### src/sv/scs_pkg.sv
// shared types, constants and helpers for the two-wire sound command sender
package scs_pkg;

    localparam int unsigned WORD_BITS_DEF     = 16;
    localparam int unsigned MAX_TRACK_DEF     = 512;
    localparam int unsigned VOLUME_LEVELS_DEF = 8;

    localparam int unsigned TICK_W  = 16;
    localparam int unsigned VALUE_W = 16;
    localparam int unsigned CFG_W   = 16;
    localparam int unsigned CMD_EXT = 32;

    localparam logic [CFG_W-1:0] STOP_CODE_RST   = 16'd65535;
    localparam logic [CFG_W-1:0] VOLUME_BASE_RST = 16'd65520;
    localparam logic [CFG_W-1:0] START_RST       = 16'd2000;
    localparam logic [CFG_W-1:0] HALF_LOW_RST    = 16'd50;
    localparam logic [CFG_W-1:0] HIGH_RST        = 16'd100;
    localparam logic [CFG_W-1:0] GAP_RST         = 16'd2000;
    localparam logic [CFG_W-1:0] BUSY_RST        = 16'd20000;

    typedef enum logic [1:0] {
        FN_TICK   = 2'd0,
        FN_PLAY   = 2'd1,
        FN_STOP   = 2'd2,
        FN_VOLUME = 2'd3
    } t_func;

    typedef enum logic [1:0] {
        ST_NONE    = 2'd0,
        ST_ACCEPT  = 2'd1,
        ST_INVALID = 2'd2,
        ST_BUSY    = 2'd3
    } t_status;

    typedef enum logic [2:0] {
        CFG_STOP_CODE   = 3'd0,
        CFG_VOLUME_BASE = 3'd1,
        CFG_START       = 3'd2,
        CFG_HALF_LOW    = 3'd3,
        CFG_HIGH        = 3'd4,
        CFG_GAP         = 3'd5,
        CFG_BUSY        = 3'd6
    } t_cfg_idx;

    typedef struct packed {
        logic [1:0]         func;
        logic [VALUE_W-1:0] value;
    } t_req;

    typedef struct packed {
        logic       clk_line;
        logic       data_line;
        logic       busy_res;
        logic [1:0] status;
    } t_res;

    typedef struct packed {
        logic [TICK_W-1:0] start_ticks;
        logic [TICK_W-1:0] half_low_ticks;
        logic [TICK_W-1:0] high_ticks;
        logic [TICK_W-1:0] gap_ticks;
        logic [TICK_W-1:0] busy_ticks;
    } t_timing;

    typedef struct packed {
        logic    go;
        t_status status;
    } t_req_ctl;

    typedef struct packed {
        logic clk_line;
        logic data_line;
        logic busy;
    } t_lines;

    function automatic logic [TICK_W-1:0] at_least_one(input logic [TICK_W-1:0] v);
        return (v == '0) ? TICK_W'(1) : v;
    endfunction

endpackage

### src/sv/scs_cmd.sv
// request check and command word forming
module scs_cmd #(
    parameter int unsigned WORD_BITS     = scs_pkg::WORD_BITS_DEF,
    parameter int unsigned MAX_TRACK     = scs_pkg::MAX_TRACK_DEF,
    parameter int unsigned VOLUME_LEVELS = scs_pkg::VOLUME_LEVELS_DEF
) (
    input  scs_pkg::t_req                    i_req,
    input  logic                             i_idle,
    input  logic [scs_pkg::CFG_W-1:0]        i_stop_code,
    input  logic [scs_pkg::CFG_W-1:0]        i_volume_base,
    output scs_pkg::t_req_ctl                o_ctl,
    output logic [WORD_BITS-1:0]             o_cmd
);
    import scs_pkg::*;

    logic               track_ok;
    logic               vol_ok;
    logic [CMD_EXT-1:0] wide_cmd;

    assign track_ok = (i_req.value != '0)
                   && (CMD_EXT'(i_req.value) <= CMD_EXT'(MAX_TRACK));
    assign vol_ok   = CMD_EXT'(i_req.value) < CMD_EXT'(VOLUME_LEVELS);

    always_comb begin
        o_ctl.go     = 1'b0;
        o_ctl.status = ST_NONE;
        wide_cmd     = '0;
        case (i_req.func)
            FN_TICK: begin
                o_ctl.status = ST_NONE;
            end
            FN_PLAY: begin
                wide_cmd = CMD_EXT'(i_req.value);
                o_ctl.go = track_ok;
                o_ctl.status = track_ok ? ST_ACCEPT : ST_INVALID;
            end
            FN_STOP: begin
                wide_cmd = CMD_EXT'(i_stop_code);
                o_ctl.go = 1'b1;
                o_ctl.status = ST_ACCEPT;
            end
            FN_VOLUME: begin
                wide_cmd = CMD_EXT'(i_volume_base) + CMD_EXT'(i_req.value);
                o_ctl.go = vol_ok;
                o_ctl.status = vol_ok ? ST_ACCEPT : ST_INVALID;
            end
            default: begin
                o_ctl.status = ST_NONE;
            end
        endcase
        if (i_req.func != FN_TICK && !i_idle) begin
            o_ctl.go     = 1'b0;
            o_ctl.status = ST_BUSY;
        end
    end

    assign o_cmd = wide_cmd[WORD_BITS-1:0];

endmodule

### src/sv/scs_seq.sv
// bit sequencer: phase, tick counter, shift word and line levels
module scs_seq #(
    parameter int unsigned WORD_BITS = scs_pkg::WORD_BITS_DEF
) (
    input  logic                  i_clk,
    input  logic                  i_rst_n,
    input  logic                  i_step,
    input  logic                  i_go,
    input  logic [WORD_BITS-1:0]  i_cmd,
    input  scs_pkg::t_timing      i_tim,
    output logic                  o_idle,
    output scs_pkg::t_lines       o_lines
);
    import scs_pkg::*;

    localparam int unsigned BITS_W = $clog2(WORD_BITS + 1);

    typedef enum logic [6:0] {
        PH_IDLE  = 7'b0000001,
        PH_START = 7'b0000010,
        PH_LOW   = 7'b0000100,
        PH_HOLD  = 7'b0001000,
        PH_HIGH  = 7'b0010000,
        PH_GAP   = 7'b0100000,
        PH_BUSY  = 7'b1000000
    } t_phase;

    t_phase               r_phase, n_phase, c_phase;
    logic [TICK_W-1:0]    r_tick, n_tick, c_tick;
    logic [WORD_BITS-1:0] r_shift, n_shift, c_shift;
    logic [BITS_W-1:0]    r_bits, n_bits, c_bits, bits_dec;
    logic                 r_clk, n_clk, c_clk;
    logic                 r_data, n_data, c_data;

    assign o_idle = (r_phase == PH_IDLE);

    always_comb begin
        c_phase = r_phase;
        c_tick  = r_tick;
        c_shift = r_shift;
        c_bits  = r_bits;
        c_clk   = r_clk;
        c_data  = r_data;
        if (i_go) begin
            c_phase = PH_START;
            c_tick  = at_least_one(i_tim.start_ticks);
            c_shift = i_cmd;
            c_bits  = BITS_W'(WORD_BITS);
            c_clk   = 1'b0;
        end

        o_lines.clk_line  = c_clk;
        o_lines.data_line = c_data;
        o_lines.busy      = (c_phase != PH_IDLE);

        bits_dec = (c_bits != '0) ? c_bits - BITS_W'(1) : c_bits;

        n_phase = c_phase;
        n_tick  = c_tick;
        n_shift = c_shift;
        n_bits  = c_bits;
        n_clk   = c_clk;
        n_data  = c_data;
        if (c_phase != PH_IDLE) begin
            n_tick = (c_tick != '0) ? c_tick - TICK_W'(1) : c_tick;
            if (n_tick == '0) begin
                case (c_phase)
                    PH_START, PH_GAP: begin
                        n_clk   = 1'b0;
                        n_phase = PH_LOW;
                        n_tick  = at_least_one(i_tim.half_low_ticks);
                    end
                    PH_LOW: begin
                        n_data  = c_shift[WORD_BITS-1];
                        n_phase = PH_HOLD;
                        n_tick  = at_least_one(i_tim.half_low_ticks);
                    end
                    PH_HOLD: begin
                        n_clk   = 1'b1;
                        n_phase = PH_HIGH;
                        n_tick  = at_least_one(i_tim.high_ticks);
                    end
                    PH_HIGH: begin
                        n_shift = {c_shift[WORD_BITS-2:0], 1'b0};
                        n_bits  = bits_dec;
                        if (bits_dec != '0) begin
                            if (i_tim.gap_ticks != '0) begin
                                n_phase = PH_GAP;
                                n_tick  = i_tim.gap_ticks;
                            end else begin
                                n_clk   = 1'b0;
                                n_phase = PH_LOW;
                                n_tick  = at_least_one(i_tim.half_low_ticks);
                            end
                        end else if (i_tim.busy_ticks != '0) begin
                            n_phase = PH_BUSY;
                            n_tick  = i_tim.busy_ticks;
                        end else begin
                            n_phase = PH_IDLE;
                            n_tick  = '0;
                        end
                    end
                    default: begin
                        n_phase = PH_IDLE;
                        n_tick  = '0;
                    end
                endcase
            end
        end
    end

    always_ff @(posedge i_clk) begin
        if (!i_rst_n) begin
            r_phase <= PH_IDLE;
            r_tick  <= '0;
            r_shift <= '0;
            r_bits  <= '0;
            r_clk   <= 1'b1;
            r_data  <= 1'b1;
        end else if (i_step) begin
            r_phase <= n_phase;
            r_tick  <= n_tick;
            r_shift <= n_shift;
            r_bits  <= n_bits;
            r_clk   <= n_clk;
            r_data  <= n_data;
        end
    end

endmodule

### src/sv/two_wire_sound_command_sender.sv
// top level: two-wire sound module command sender
// path: an accepted item is held in the input register; its result is
// written to the result register when the sequencer steps
// throughput: one item per cycle while no unread result blocks the step
// reset: lines high, sequencer idle, registers at their defaults, no item held
module two_wire_sound_command_sender #(
    parameter int unsigned WORD_BITS     = scs_pkg::WORD_BITS_DEF,
    parameter int unsigned MAX_TRACK     = scs_pkg::MAX_TRACK_DEF,
    parameter int unsigned VOLUME_LEVELS = scs_pkg::VOLUME_LEVELS_DEF
) (
    input  logic                      i_clk,
    input  logic                      i_rst_n,
    input  logic                      i_req_valid,
    output logic                      o_req_ready,
    input  scs_pkg::t_req             i_req,
    output logic                      o_res_valid,
    input  logic                      i_res_ready,
    output scs_pkg::t_res             o_res,
    input  logic                      i_cfg_we,
    input  logic [2:0]                i_cfg_idx,
    input  logic [scs_pkg::CFG_W-1:0] i_cfg_data
);
    import scs_pkg::*;

    logic [CFG_W-1:0]     r_stop_code, r_volume_base;
    t_timing              r_tim;
    logic                 r_in_valid;
    t_req                 r_in;
    logic                 r_out_valid;
    t_res                 r_out;
    logic                 step;
    logic                 idle;
    t_req_ctl             ctl;
    logic [WORD_BITS-1:0] cmd;
    t_lines               lines;

    always_ff @(posedge i_clk) begin
        if (!i_rst_n) begin
            r_stop_code          <= STOP_CODE_RST;
            r_volume_base        <= VOLUME_BASE_RST;
            r_tim.start_ticks    <= START_RST;
            r_tim.half_low_ticks <= HALF_LOW_RST;
            r_tim.high_ticks     <= HIGH_RST;
            r_tim.gap_ticks      <= GAP_RST;
            r_tim.busy_ticks     <= BUSY_RST;
        end else if (i_cfg_we) begin
            case (i_cfg_idx)
                CFG_STOP_CODE:   r_stop_code          <= i_cfg_data;
                CFG_VOLUME_BASE: r_volume_base        <= i_cfg_data;
                CFG_START:       r_tim.start_ticks    <= i_cfg_data;
                CFG_HALF_LOW:    r_tim.half_low_ticks <= i_cfg_data;
                CFG_HIGH:        r_tim.high_ticks     <= i_cfg_data;
                CFG_GAP:         r_tim.gap_ticks      <= i_cfg_data;
                CFG_BUSY:        r_tim.busy_ticks     <= i_cfg_data;
                default: begin
                end
            endcase
        end
    end

    assign step        = r_in_valid && (!r_out_valid || i_res_ready);
    assign o_req_ready = !r_in_valid || step;

    always_ff @(posedge i_clk) begin
        if (!i_rst_n) begin
            r_in_valid <= 1'b0;
        end else if (o_req_ready) begin
            r_in_valid <= i_req_valid;
        end
    end

    always_ff @(posedge i_clk) begin
        if (i_req_valid && o_req_ready) begin
            r_in <= i_req;
        end
    end

    scs_cmd #(
        .WORD_BITS     (WORD_BITS),
        .MAX_TRACK     (MAX_TRACK),
        .VOLUME_LEVELS (VOLUME_LEVELS)
    ) u_cmd (
        .i_req         (r_in),
        .i_idle        (idle),
        .i_stop_code   (r_stop_code),
        .i_volume_base (r_volume_base),
        .o_ctl         (ctl),
        .o_cmd         (cmd)
    );

    scs_seq #(
        .WORD_BITS (WORD_BITS)
    ) u_seq (
        .i_clk   (i_clk),
        .i_rst_n (i_rst_n),
        .i_step  (step),
        .i_go    (ctl.go),
        .i_cmd   (cmd),
        .i_tim   (r_tim),
        .o_idle  (idle),
        .o_lines (lines)
    );

    always_ff @(posedge i_clk) begin
        if (!i_rst_n) begin
            r_out_valid <= 1'b0;
        end else if (step) begin
            r_out_valid <= 1'b1;
        end else if (i_res_ready) begin
            r_out_valid <= 1'b0;
        end
    end

    always_ff @(posedge i_clk) begin
        if (step) begin
            r_out.clk_line  <= lines.clk_line;
            r_out.data_line <= lines.data_line;
            r_out.busy_res  <= lines.busy;
            r_out.status    <= ctl.status;
        end
    end

    assign o_res_valid = r_out_valid;
    assign o_res       = r_out;

`ifndef SYNTHESIS
    a_accept_busy: assert property (@(posedge i_clk) disable iff (!i_rst_n)
        (o_res_valid && o_res.status == ST_ACCEPT) |-> o_res.busy_res)
        else $error("accepted item without busy");

    a_busy_status: assert property (@(posedge i_clk) disable iff (!i_rst_n)
        (o_res_valid && o_res.status == ST_BUSY) |-> o_res.busy_res)
        else $error("busy status while idle");

    a_invalid_idle: assert property (@(posedge i_clk) disable iff (!i_rst_n)
        (o_res_valid && o_res.status == ST_INVALID) |-> !o_res.busy_res)
        else $error("rejected item left sequencer busy");

    a_step_fills: assert property (@(posedge i_clk) disable iff (!i_rst_n)
        step |=> r_out_valid)
        else $error("processed item lost from result register");
`endif

endmodule
### config.mk
export PLATFORM = sky130hd
export DESIGN_NAME = two_wire_sound_command_sender
export DESIGN_NICKNAME = d
export VERILOG_FILES = /design/src/sv/scs_pkg.sv /design/src/sv/scs_cmd.sv /design/src/sv/scs_seq.sv /design/src/sv/two_wire_sound_command_sender.sv
export SDC_FILE = /design/constraint.sdc
export NUM_CORES = 1
export LEC_CHECK = 0
export BUFFER_PORTS_ARGS = -buffer_cell sky130_fd_sc_hd__buf_2
export CORE_ASPECT_RATIO = 1.75
export CORE_UTILIZATION = 25
export DETAILED_ROUTE_END_ITERATION = 7
export MAX_ROUTING_LAYER = met4
export PLACE_DENSITY = 0.5
export SLEW_MARGIN = 5
export SYNTH_ARGS = -nofsm -noshare
export SYNTH_HDL_FRONTEND = slang
export SYNTH_HIERARCHICAL = 1
export SYNTH_SLANG_ARGS = --single-unit
export TNS_END_PERCENT = 10
### constraint.sdc
create_clock -name i_clk -period 6.5 [get_ports i_clk]
set_input_delay 0.65 -clock i_clk [delete_from_list [all_inputs] [get_ports i_clk]]
set_output_delay 0.65 -clock i_clk [all_outputs]
set_load 0.05 [all_outputs]
==> impl_metrics.yaml, run 1 <==
outcome:
  outcome: "finished with violations"
  violations: "design-rule violations"
final_layout:
  area_delta_synth_final_pct: 12.6
  drive_above_1_share_pct: 12.0
  antennaDiodeCount: 0
  nets: 1205
synth:
  synth_warnings: 6
  synthArstFlopShare_pct: 0
  synth-seq-cells: 183
  ys_types: 83
  synth_enable_flop_cells: 23
  synth_area_per_cell_um2: 9.14
  netlist_instances: 1134
  seq_area_frac_synth_pct: 37.6
  synthFlopType: "dfxtp_1"
  syn_area_mm2: 0.0104
  synth_fp_nets: 1195
route:
  postRouteAntennaNets: 0
  drc: 2
  drtIter0Drc: 580
  first_pass_iters: 8
  vias: 8678
  routedWlPerCell_um: 19.2
  routed_via_density: 5.08
  wl_um: 32900
worst_setup_path:
  reg2reg_to: "u_seq/r_phase[3]"
  worst_ep_required_time_ps: 6840
  regToRegSetupSlack_ps: 750
  path_max_fanout: 59
  r2r-start: "r_in[10]"
  ff2ff_path_depth: 14
  crit_type: "flip-flop to flip-flop"
  start_kind: "flip-flop"
  worst_ep_arrival_time_ps: 6090
  crit_path_end_kind: "flip-flop"
global_routing:
  grt_pass1_wl_um: 50700
  grtUsageTotal_pct: 16.3
  grt_antenna_before_repair: 0
  grt_overflow: 0
  grt_pass1_vias: 8609
  grt_max_degree: 76
power:
  power_density_mw_per_mm2: 234
  p_leak_nw: 4.74
  power_frac_comb_pct: 14.8
  p_int_mw: 1.96
  sw_frac_of_total_pct: 28.2
  p_sw_mw: 0.767
  power_frac_seq_pct: 44.4
  p_clk_share_pct: 40.9
  peakVddDrop_v: 0.000121
timing:
  post-route-period-util_pct: 88.4
  finalHoldViolCount: 0
  fin_tns_setup_ps: 0
  relSlewSlack_pct: 20.4
  setup_ws_ps: 751
  setup_viol: 0
  clock_skew_ps: 12.2
  max_freq_ghz: 0.174
  tightestPinTransition_ps: 1190
  period_minus_slack_ps: 5750
  slew_viol_final: 0
  rsz0062_at_grt: "no"
clock_tree:
  path_clk_slew_ps: 70
  cts_resized: 0
  hold_buffers: 0
  cts_max_level: 4
  cts_num_sinks: 183
  tritoncts: "built"
  clock_latency_ps: 450
  cts_made_buffers: 17
  cts.path.max_buffers: 2
  cts_setup_buffers: 0
  root_buffer: "clkbuf_16"
floorplan:
  core_mm2: 0.0408
  start_util_pct: 25.4
  die_y_um: 271
  die-area_mm2: 0.0423
  rows: 98
  die_w_um: 156
  io_pins: 49
min_path:
  min-delay-start: "i_req[4]"
  holdPathStages: 1
  hold_path_end: "r_in[4]"
  hold_class: "input port to flip-flop"
placement:
  gp_congestion: 0.917
  hpwl_um: 25300
  dpl_worst_slack_ps: 839
  io_buffers: 48
run:
  cap_violations: 0
## cells in the mapped netlist, types with 10 or more instances
| library cell | count | area [um2] |
|---|---|---|
| a21o_1 | 10 | 75.1 |
| a21oi_1 | 46 | 230 |
| a221o_1 | 16 | 160 |
| a222oi_1 | 11 | 110 |
| a22o_1 | 11 | 96.3 |
| buf_2 | 19 | 95.1 |
| clkbuf_1 | 35 | 131 |
| dfxtp_1 | 160 | 3200 |
| edfxtp_1 | 23 | 691 |
| ha_1 | 18 | 225 |
| inv_1 | 30 | 113 |
| mux2_2 | 13 | 146 |
| mux2i_1 | 152 | 1520 |
| nand2_1 | 125 | 469 |
| nand3_1 | 21 | 105 |
| nand4_1 | 10 | 62.6 |
| nor2_1 | 67 | 251 |
| nor2b_1 | 76 | 475 |
| nor3_1 | 30 | 150 |
| nor4_1 | 28 | 175 |
| o211a_1 | 10 | 100 |
| o211ai_1 | 13 | 97.6 |
| o21ai_0 | 42 | 210 |
| xnor2_1 | 16 | 140 |
## worst max path at each step
stage	start	to	slack (ps)	cells past startpoint
floorplan	r_in[7]	u_seq/r_shift[15]	1250	23
global placement	r_in[7]	u_seq/r_shift[11]	850	17
detailed placement	r_in[7]	u_seq/r_shift[9]	840	17
CTS	r_in[7]	u_seq/r_phase[3]	810	16
global route	r_in[7]	u_seq/r_shift[3]	340	18
finish	r_in[10]	u_seq/r_phase[3]	750	14
## power by group through the flow
stage / Sequential (mW) / Combinational (mW) / Clock (mW)
floorplan: 1.23 / 0.284 / 0
global placement: 1.23 / 0.400 / 0
detailed placement: 1.23 / 0.399 / 0
CTS: 1.21 / 0.401 / 1.14
global route: 1.21 / 0.437 / 1.19
finish: 1.21 / 0.402 / 1.11
## cell type report
type / instances / area [um2]
timing repair buffer: 66 / 378
sequential: 183 / 3890
inverter: 30 / 113
clock buffer: 22 / 497
clock inverter: 10 / 126
fill: 4309 / 29200
multi-input combinational: 846 / 5970
tap: 550 / 688
## critical path: stages (launching register included)
cell,delay (ps)
edfxtp_1,450
nor4_1,280
nand2_1,160
o31ai_1,420
a22oi_1,180
nor2_4,260
buf_4,700
nor3b_1,440
o221ai_2,260
or4_4,630
a2111o_1,460
or3_4,420
o21ai_0,550
a21boi_0,180
o21a_1,200
## state kept, by name, indices dropped and copies added, names as in the netlist
name and cells:
r_volume_base 16, u_seq/r_clk 1, r_in 18, r_stop_code 16, u_seq/r_shift 16, r_tim 80, u_seq/r_phase 7, o_res 5
o_res_valid 1, u_seq/r_bits 5, u_seq/c_data 1, r_in_valid 1, u_seq/r_tick 16
## metal layers
metal	vias up	share of wire, %	track usage [%]
met5	-	0	-
met4	0	4.8	8.98
met3	77	2.5	1.84
met2	200	54	30.1
met1	4214	38	16.6
li1	4187	-	-
## cells by family (layout without fill, tap and decap cells)
group,after synthesis,after routing,synth area share [%]
compound gates,227,227,15.7
xor+xnor,21,21,1.78
fa+ha+maj,19,19,2.37
buf+inv,105,128,5.06
flops,183,183,37.6
mux,167,167,16.4
simple gates,412,412,21.2
## per-stage QoR
step | total power, mW | std cells | cell area, um2 | hold WS, ps | util, %
CTS | 2.75 | 1707 | 11700 | 345 | 28.6
global placement | 1.63 | 1675 | 11000 | 447 | 27.1
detailed placement | 1.63 | 1675 | 11000 | 456 | 27.1
floorplan | 1.51 | 1134 | 10400 | 438 | -
finish | 2.73 | 1707 | 11700 | 368 | 28.6
global route | 2.84 | 1707 | 11700 | 350 | 28.6
## cell usage in the layout, fill, tap and decap left out, drive strengths merged, types with 5 or more instances in the layout
| master | count |
|---|---|
| dfxtp | 160 |
| mux2i | 154 |
| nand2 | 125 |
| nor2b | 76 |
| nor2 | 67 |
| buf | 66 |
| o21ai | 48 |
| a21oi | 46 |
| inv | 35 |
| nor3 | 33 |
| nor4 | 28 |
| edfxtp | 23 |
| nand3 | 22 |
| clkbuf | 22 |
| ha | 18 |
| a221o | 16 |
| xnor2 | 16 |
| o211ai | 13 |
| mux2 | 13 |
| a22o | 11 |
| a222oi | 11 |
| a21o | 11 |
| nand4 | 10 |
| o211a | 10 |
| a22oi | 9 |
| o21a | 8 |
| nor3b | 8 |
| a211oi | 7 |
| or3 | 7 |
| a21boi | 6 |
| a31oi | 6 |
| and3 | 5 |
| xor2 | 5 |
| o221ai | 5 |
| nor4b | 5 |
Power figures use the tool's default switching activity.
==> run 2, diff against run 1 <==
- CTS_BUF_LIST: not set -> sky130_fd_sc_hd__clkbuf_8 sky130_fd_sc_hd__clkbuf_16
==> impl_metrics.yaml, run 2 (synthesis results as in run 1) <==
route:
  postRouteAntennaNets: 0
  vias: 8664
  routed_via_density: 5.08
  first_pass_iters: 8
  wl_um: 32800
  routedWlPerCell_um: 19.2
  drc: 9
  drtIter0Drc: 583
floorplan:
  io_pins: 49
  die_y_um: 271
  rows: 98
  core_mm2: 0.0408
  die-area_mm2: 0.0423
  die_w_um: 156
  start_util_pct: 25.4
clock_tree:
  cts_resized: 0
  cts_max_level: 4
  cts_made_buffers: 17
  cts.path.max_buffers: 2
  root_buffer: "clkbuf_16"
  hold_buffers: 0
  cts_num_sinks: 183
  cts_setup_buffers: 0
  tritoncts: "built"
  clock_latency_ps: 450
  path_clk_slew_ps: 70
placement:
  gp_congestion: 0.917
  io_buffers: 48
  dpl_worst_slack_ps: 839
  placed_area_mm2: 0.0110
  hpwl_um: 25300
worst_setup_path:
  cpPeakStageDelay_ps: 700
  cp_slowest_cell: "buf_4"
  worst_ep_required_time_ps: 6850
  crit_path_end_kind: "flip-flop"
  crit_chain: "nor4_1, nand2_1, o31ai_1, a22oi_1, nor2_4, buf_4, nor3b_1, o221ai_2, or4_4, a2111o_1, or3_4, o21ai_0, a21boi_0, o21a_1"
  worst_ep_arrival_time_ps: 6090
  path_max_fanout: 59
  start_kind: "flip-flop"
  crit_type: "flip-flop to flip-flop"
global_routing:
  grt_pass1_wl_um: 50700
  grtUsageTotal_pct: 16.3
  grt_antenna_before_repair: 0
  grt_max_degree: 76
  grt_pass1_vias: 8609
  grt_overflow: 0
final_layout:
  drive_above_1_share_pct: 12.0
  antennaDiodeCount: 0
  final_cell_mix: "dfxtp_1 (160), mux2i_1 (152), nand2_1 (125)"
  top_register: "r_tim"
  final_common_cell: "dfxtp_1"
  largest_reg_flops: 80
  area_delta_synth_final_pct: 12.6
  finalInstanceArea_mm2: 0.0117
  multi_input_area_mm2: 0.00597
  nFillCells: 4309
  register_area_mm2: 0.00389
  finalCoreUtilization_pct: 28.6
  nets: 1205
  top_regs: "r_tim (80), r_in (18)"
power:
  p_leak_nw: 4.74
  p_total_mw: 2.72
  peakVddDrop_v: 0.000120
  power_density_mw_per_mm2: 233
timing:
  slew_viol_final: 0
  fin_tns_setup_ps: 0
  tightestPinTransition_ps: 1200
  setup_ws_ps: 757
  max_freq_ghz: 0.174
  setup_viol: 0
  post-route-period-util_pct: 88.4
  finalHoldViolCount: 0
  period_minus_slack_ps: 5740
  relSlewSlack_pct: 19.9
  rsz0062_at_grt: "no"
  clock_skew_ps: 14.3
outcome:
  outcome: "finished with violations"
  violations: "design-rule violations"
min_path:
  hold_class: "input port to flip-flop"
run:
  cap_violations: 0
## run 2: cell types whose count changed in the layout (fill, tap and decap cells not counted), sizes merged
cell	previous run	this run
clkbuf	22	20
inv	35	37
## run 2: worst max-delay path, delay by kind of cell (launching register included)
family,cells,cell delay (ps)
AO/OA/AOI/OAI,7,2250
buffers and inverters,1,700
AND/OR/NAND/NOR,6,2190
flip-flops,1,450
## run 2: layer usage
| metal | track usage [%] | part of all wire [%] | vias up |
|---|---|---|---|
| li1 | - | - | 4185 |
| met1 | 16.6 | 38 | 4190 |
| met2 | 30.1 | 54 | 215 |
| met3 | 1.84 | 2.6 | 74 |
| met4 | 8.98 | 4.7 | 0 |
| met5 | - | 0 | - |
## run 2: final timing paths
path                 from  slack, ps          endpoint  depth (start not counted)
max              r_in[10]        760  u_seq/r_phase[3]                         14
min              i_req[4]        370           r_in[4]                          1
max reg2reg      r_in[10]        760  u_seq/r_phase[3]                         14
min reg2reg  u_seq/c_data        470          o_res[3]                          0
## run 2: layout make-up
class	count	area share [%]
Multi-Input combinational cell	846	51.2
Sequential cell	183	33.4
Tap cell	550	5.90
Clock buffer	20	4.19
Timing Repair Buffer	66	3.24
Clock inverter	12	1.15
Inverter	30	0.965
## run 2: power by group
group	total (mW)	switching, mW	internal, mW
sequential	1.21	0.0317	1.18
combinational	0.402	0.252	0.150
clock	1.11	0.483	0.627
## run 2: through the flow
stage / hold WS (ps) / instances
2_1_floorplan: 438 / 1134
4_1_cts: 345 / 1707
6_report: 367 / 1707
5_1_grt: 350 / 1707
3_5_place_dp: 456 / 1675
3_3_place_gp: 447 / 1675
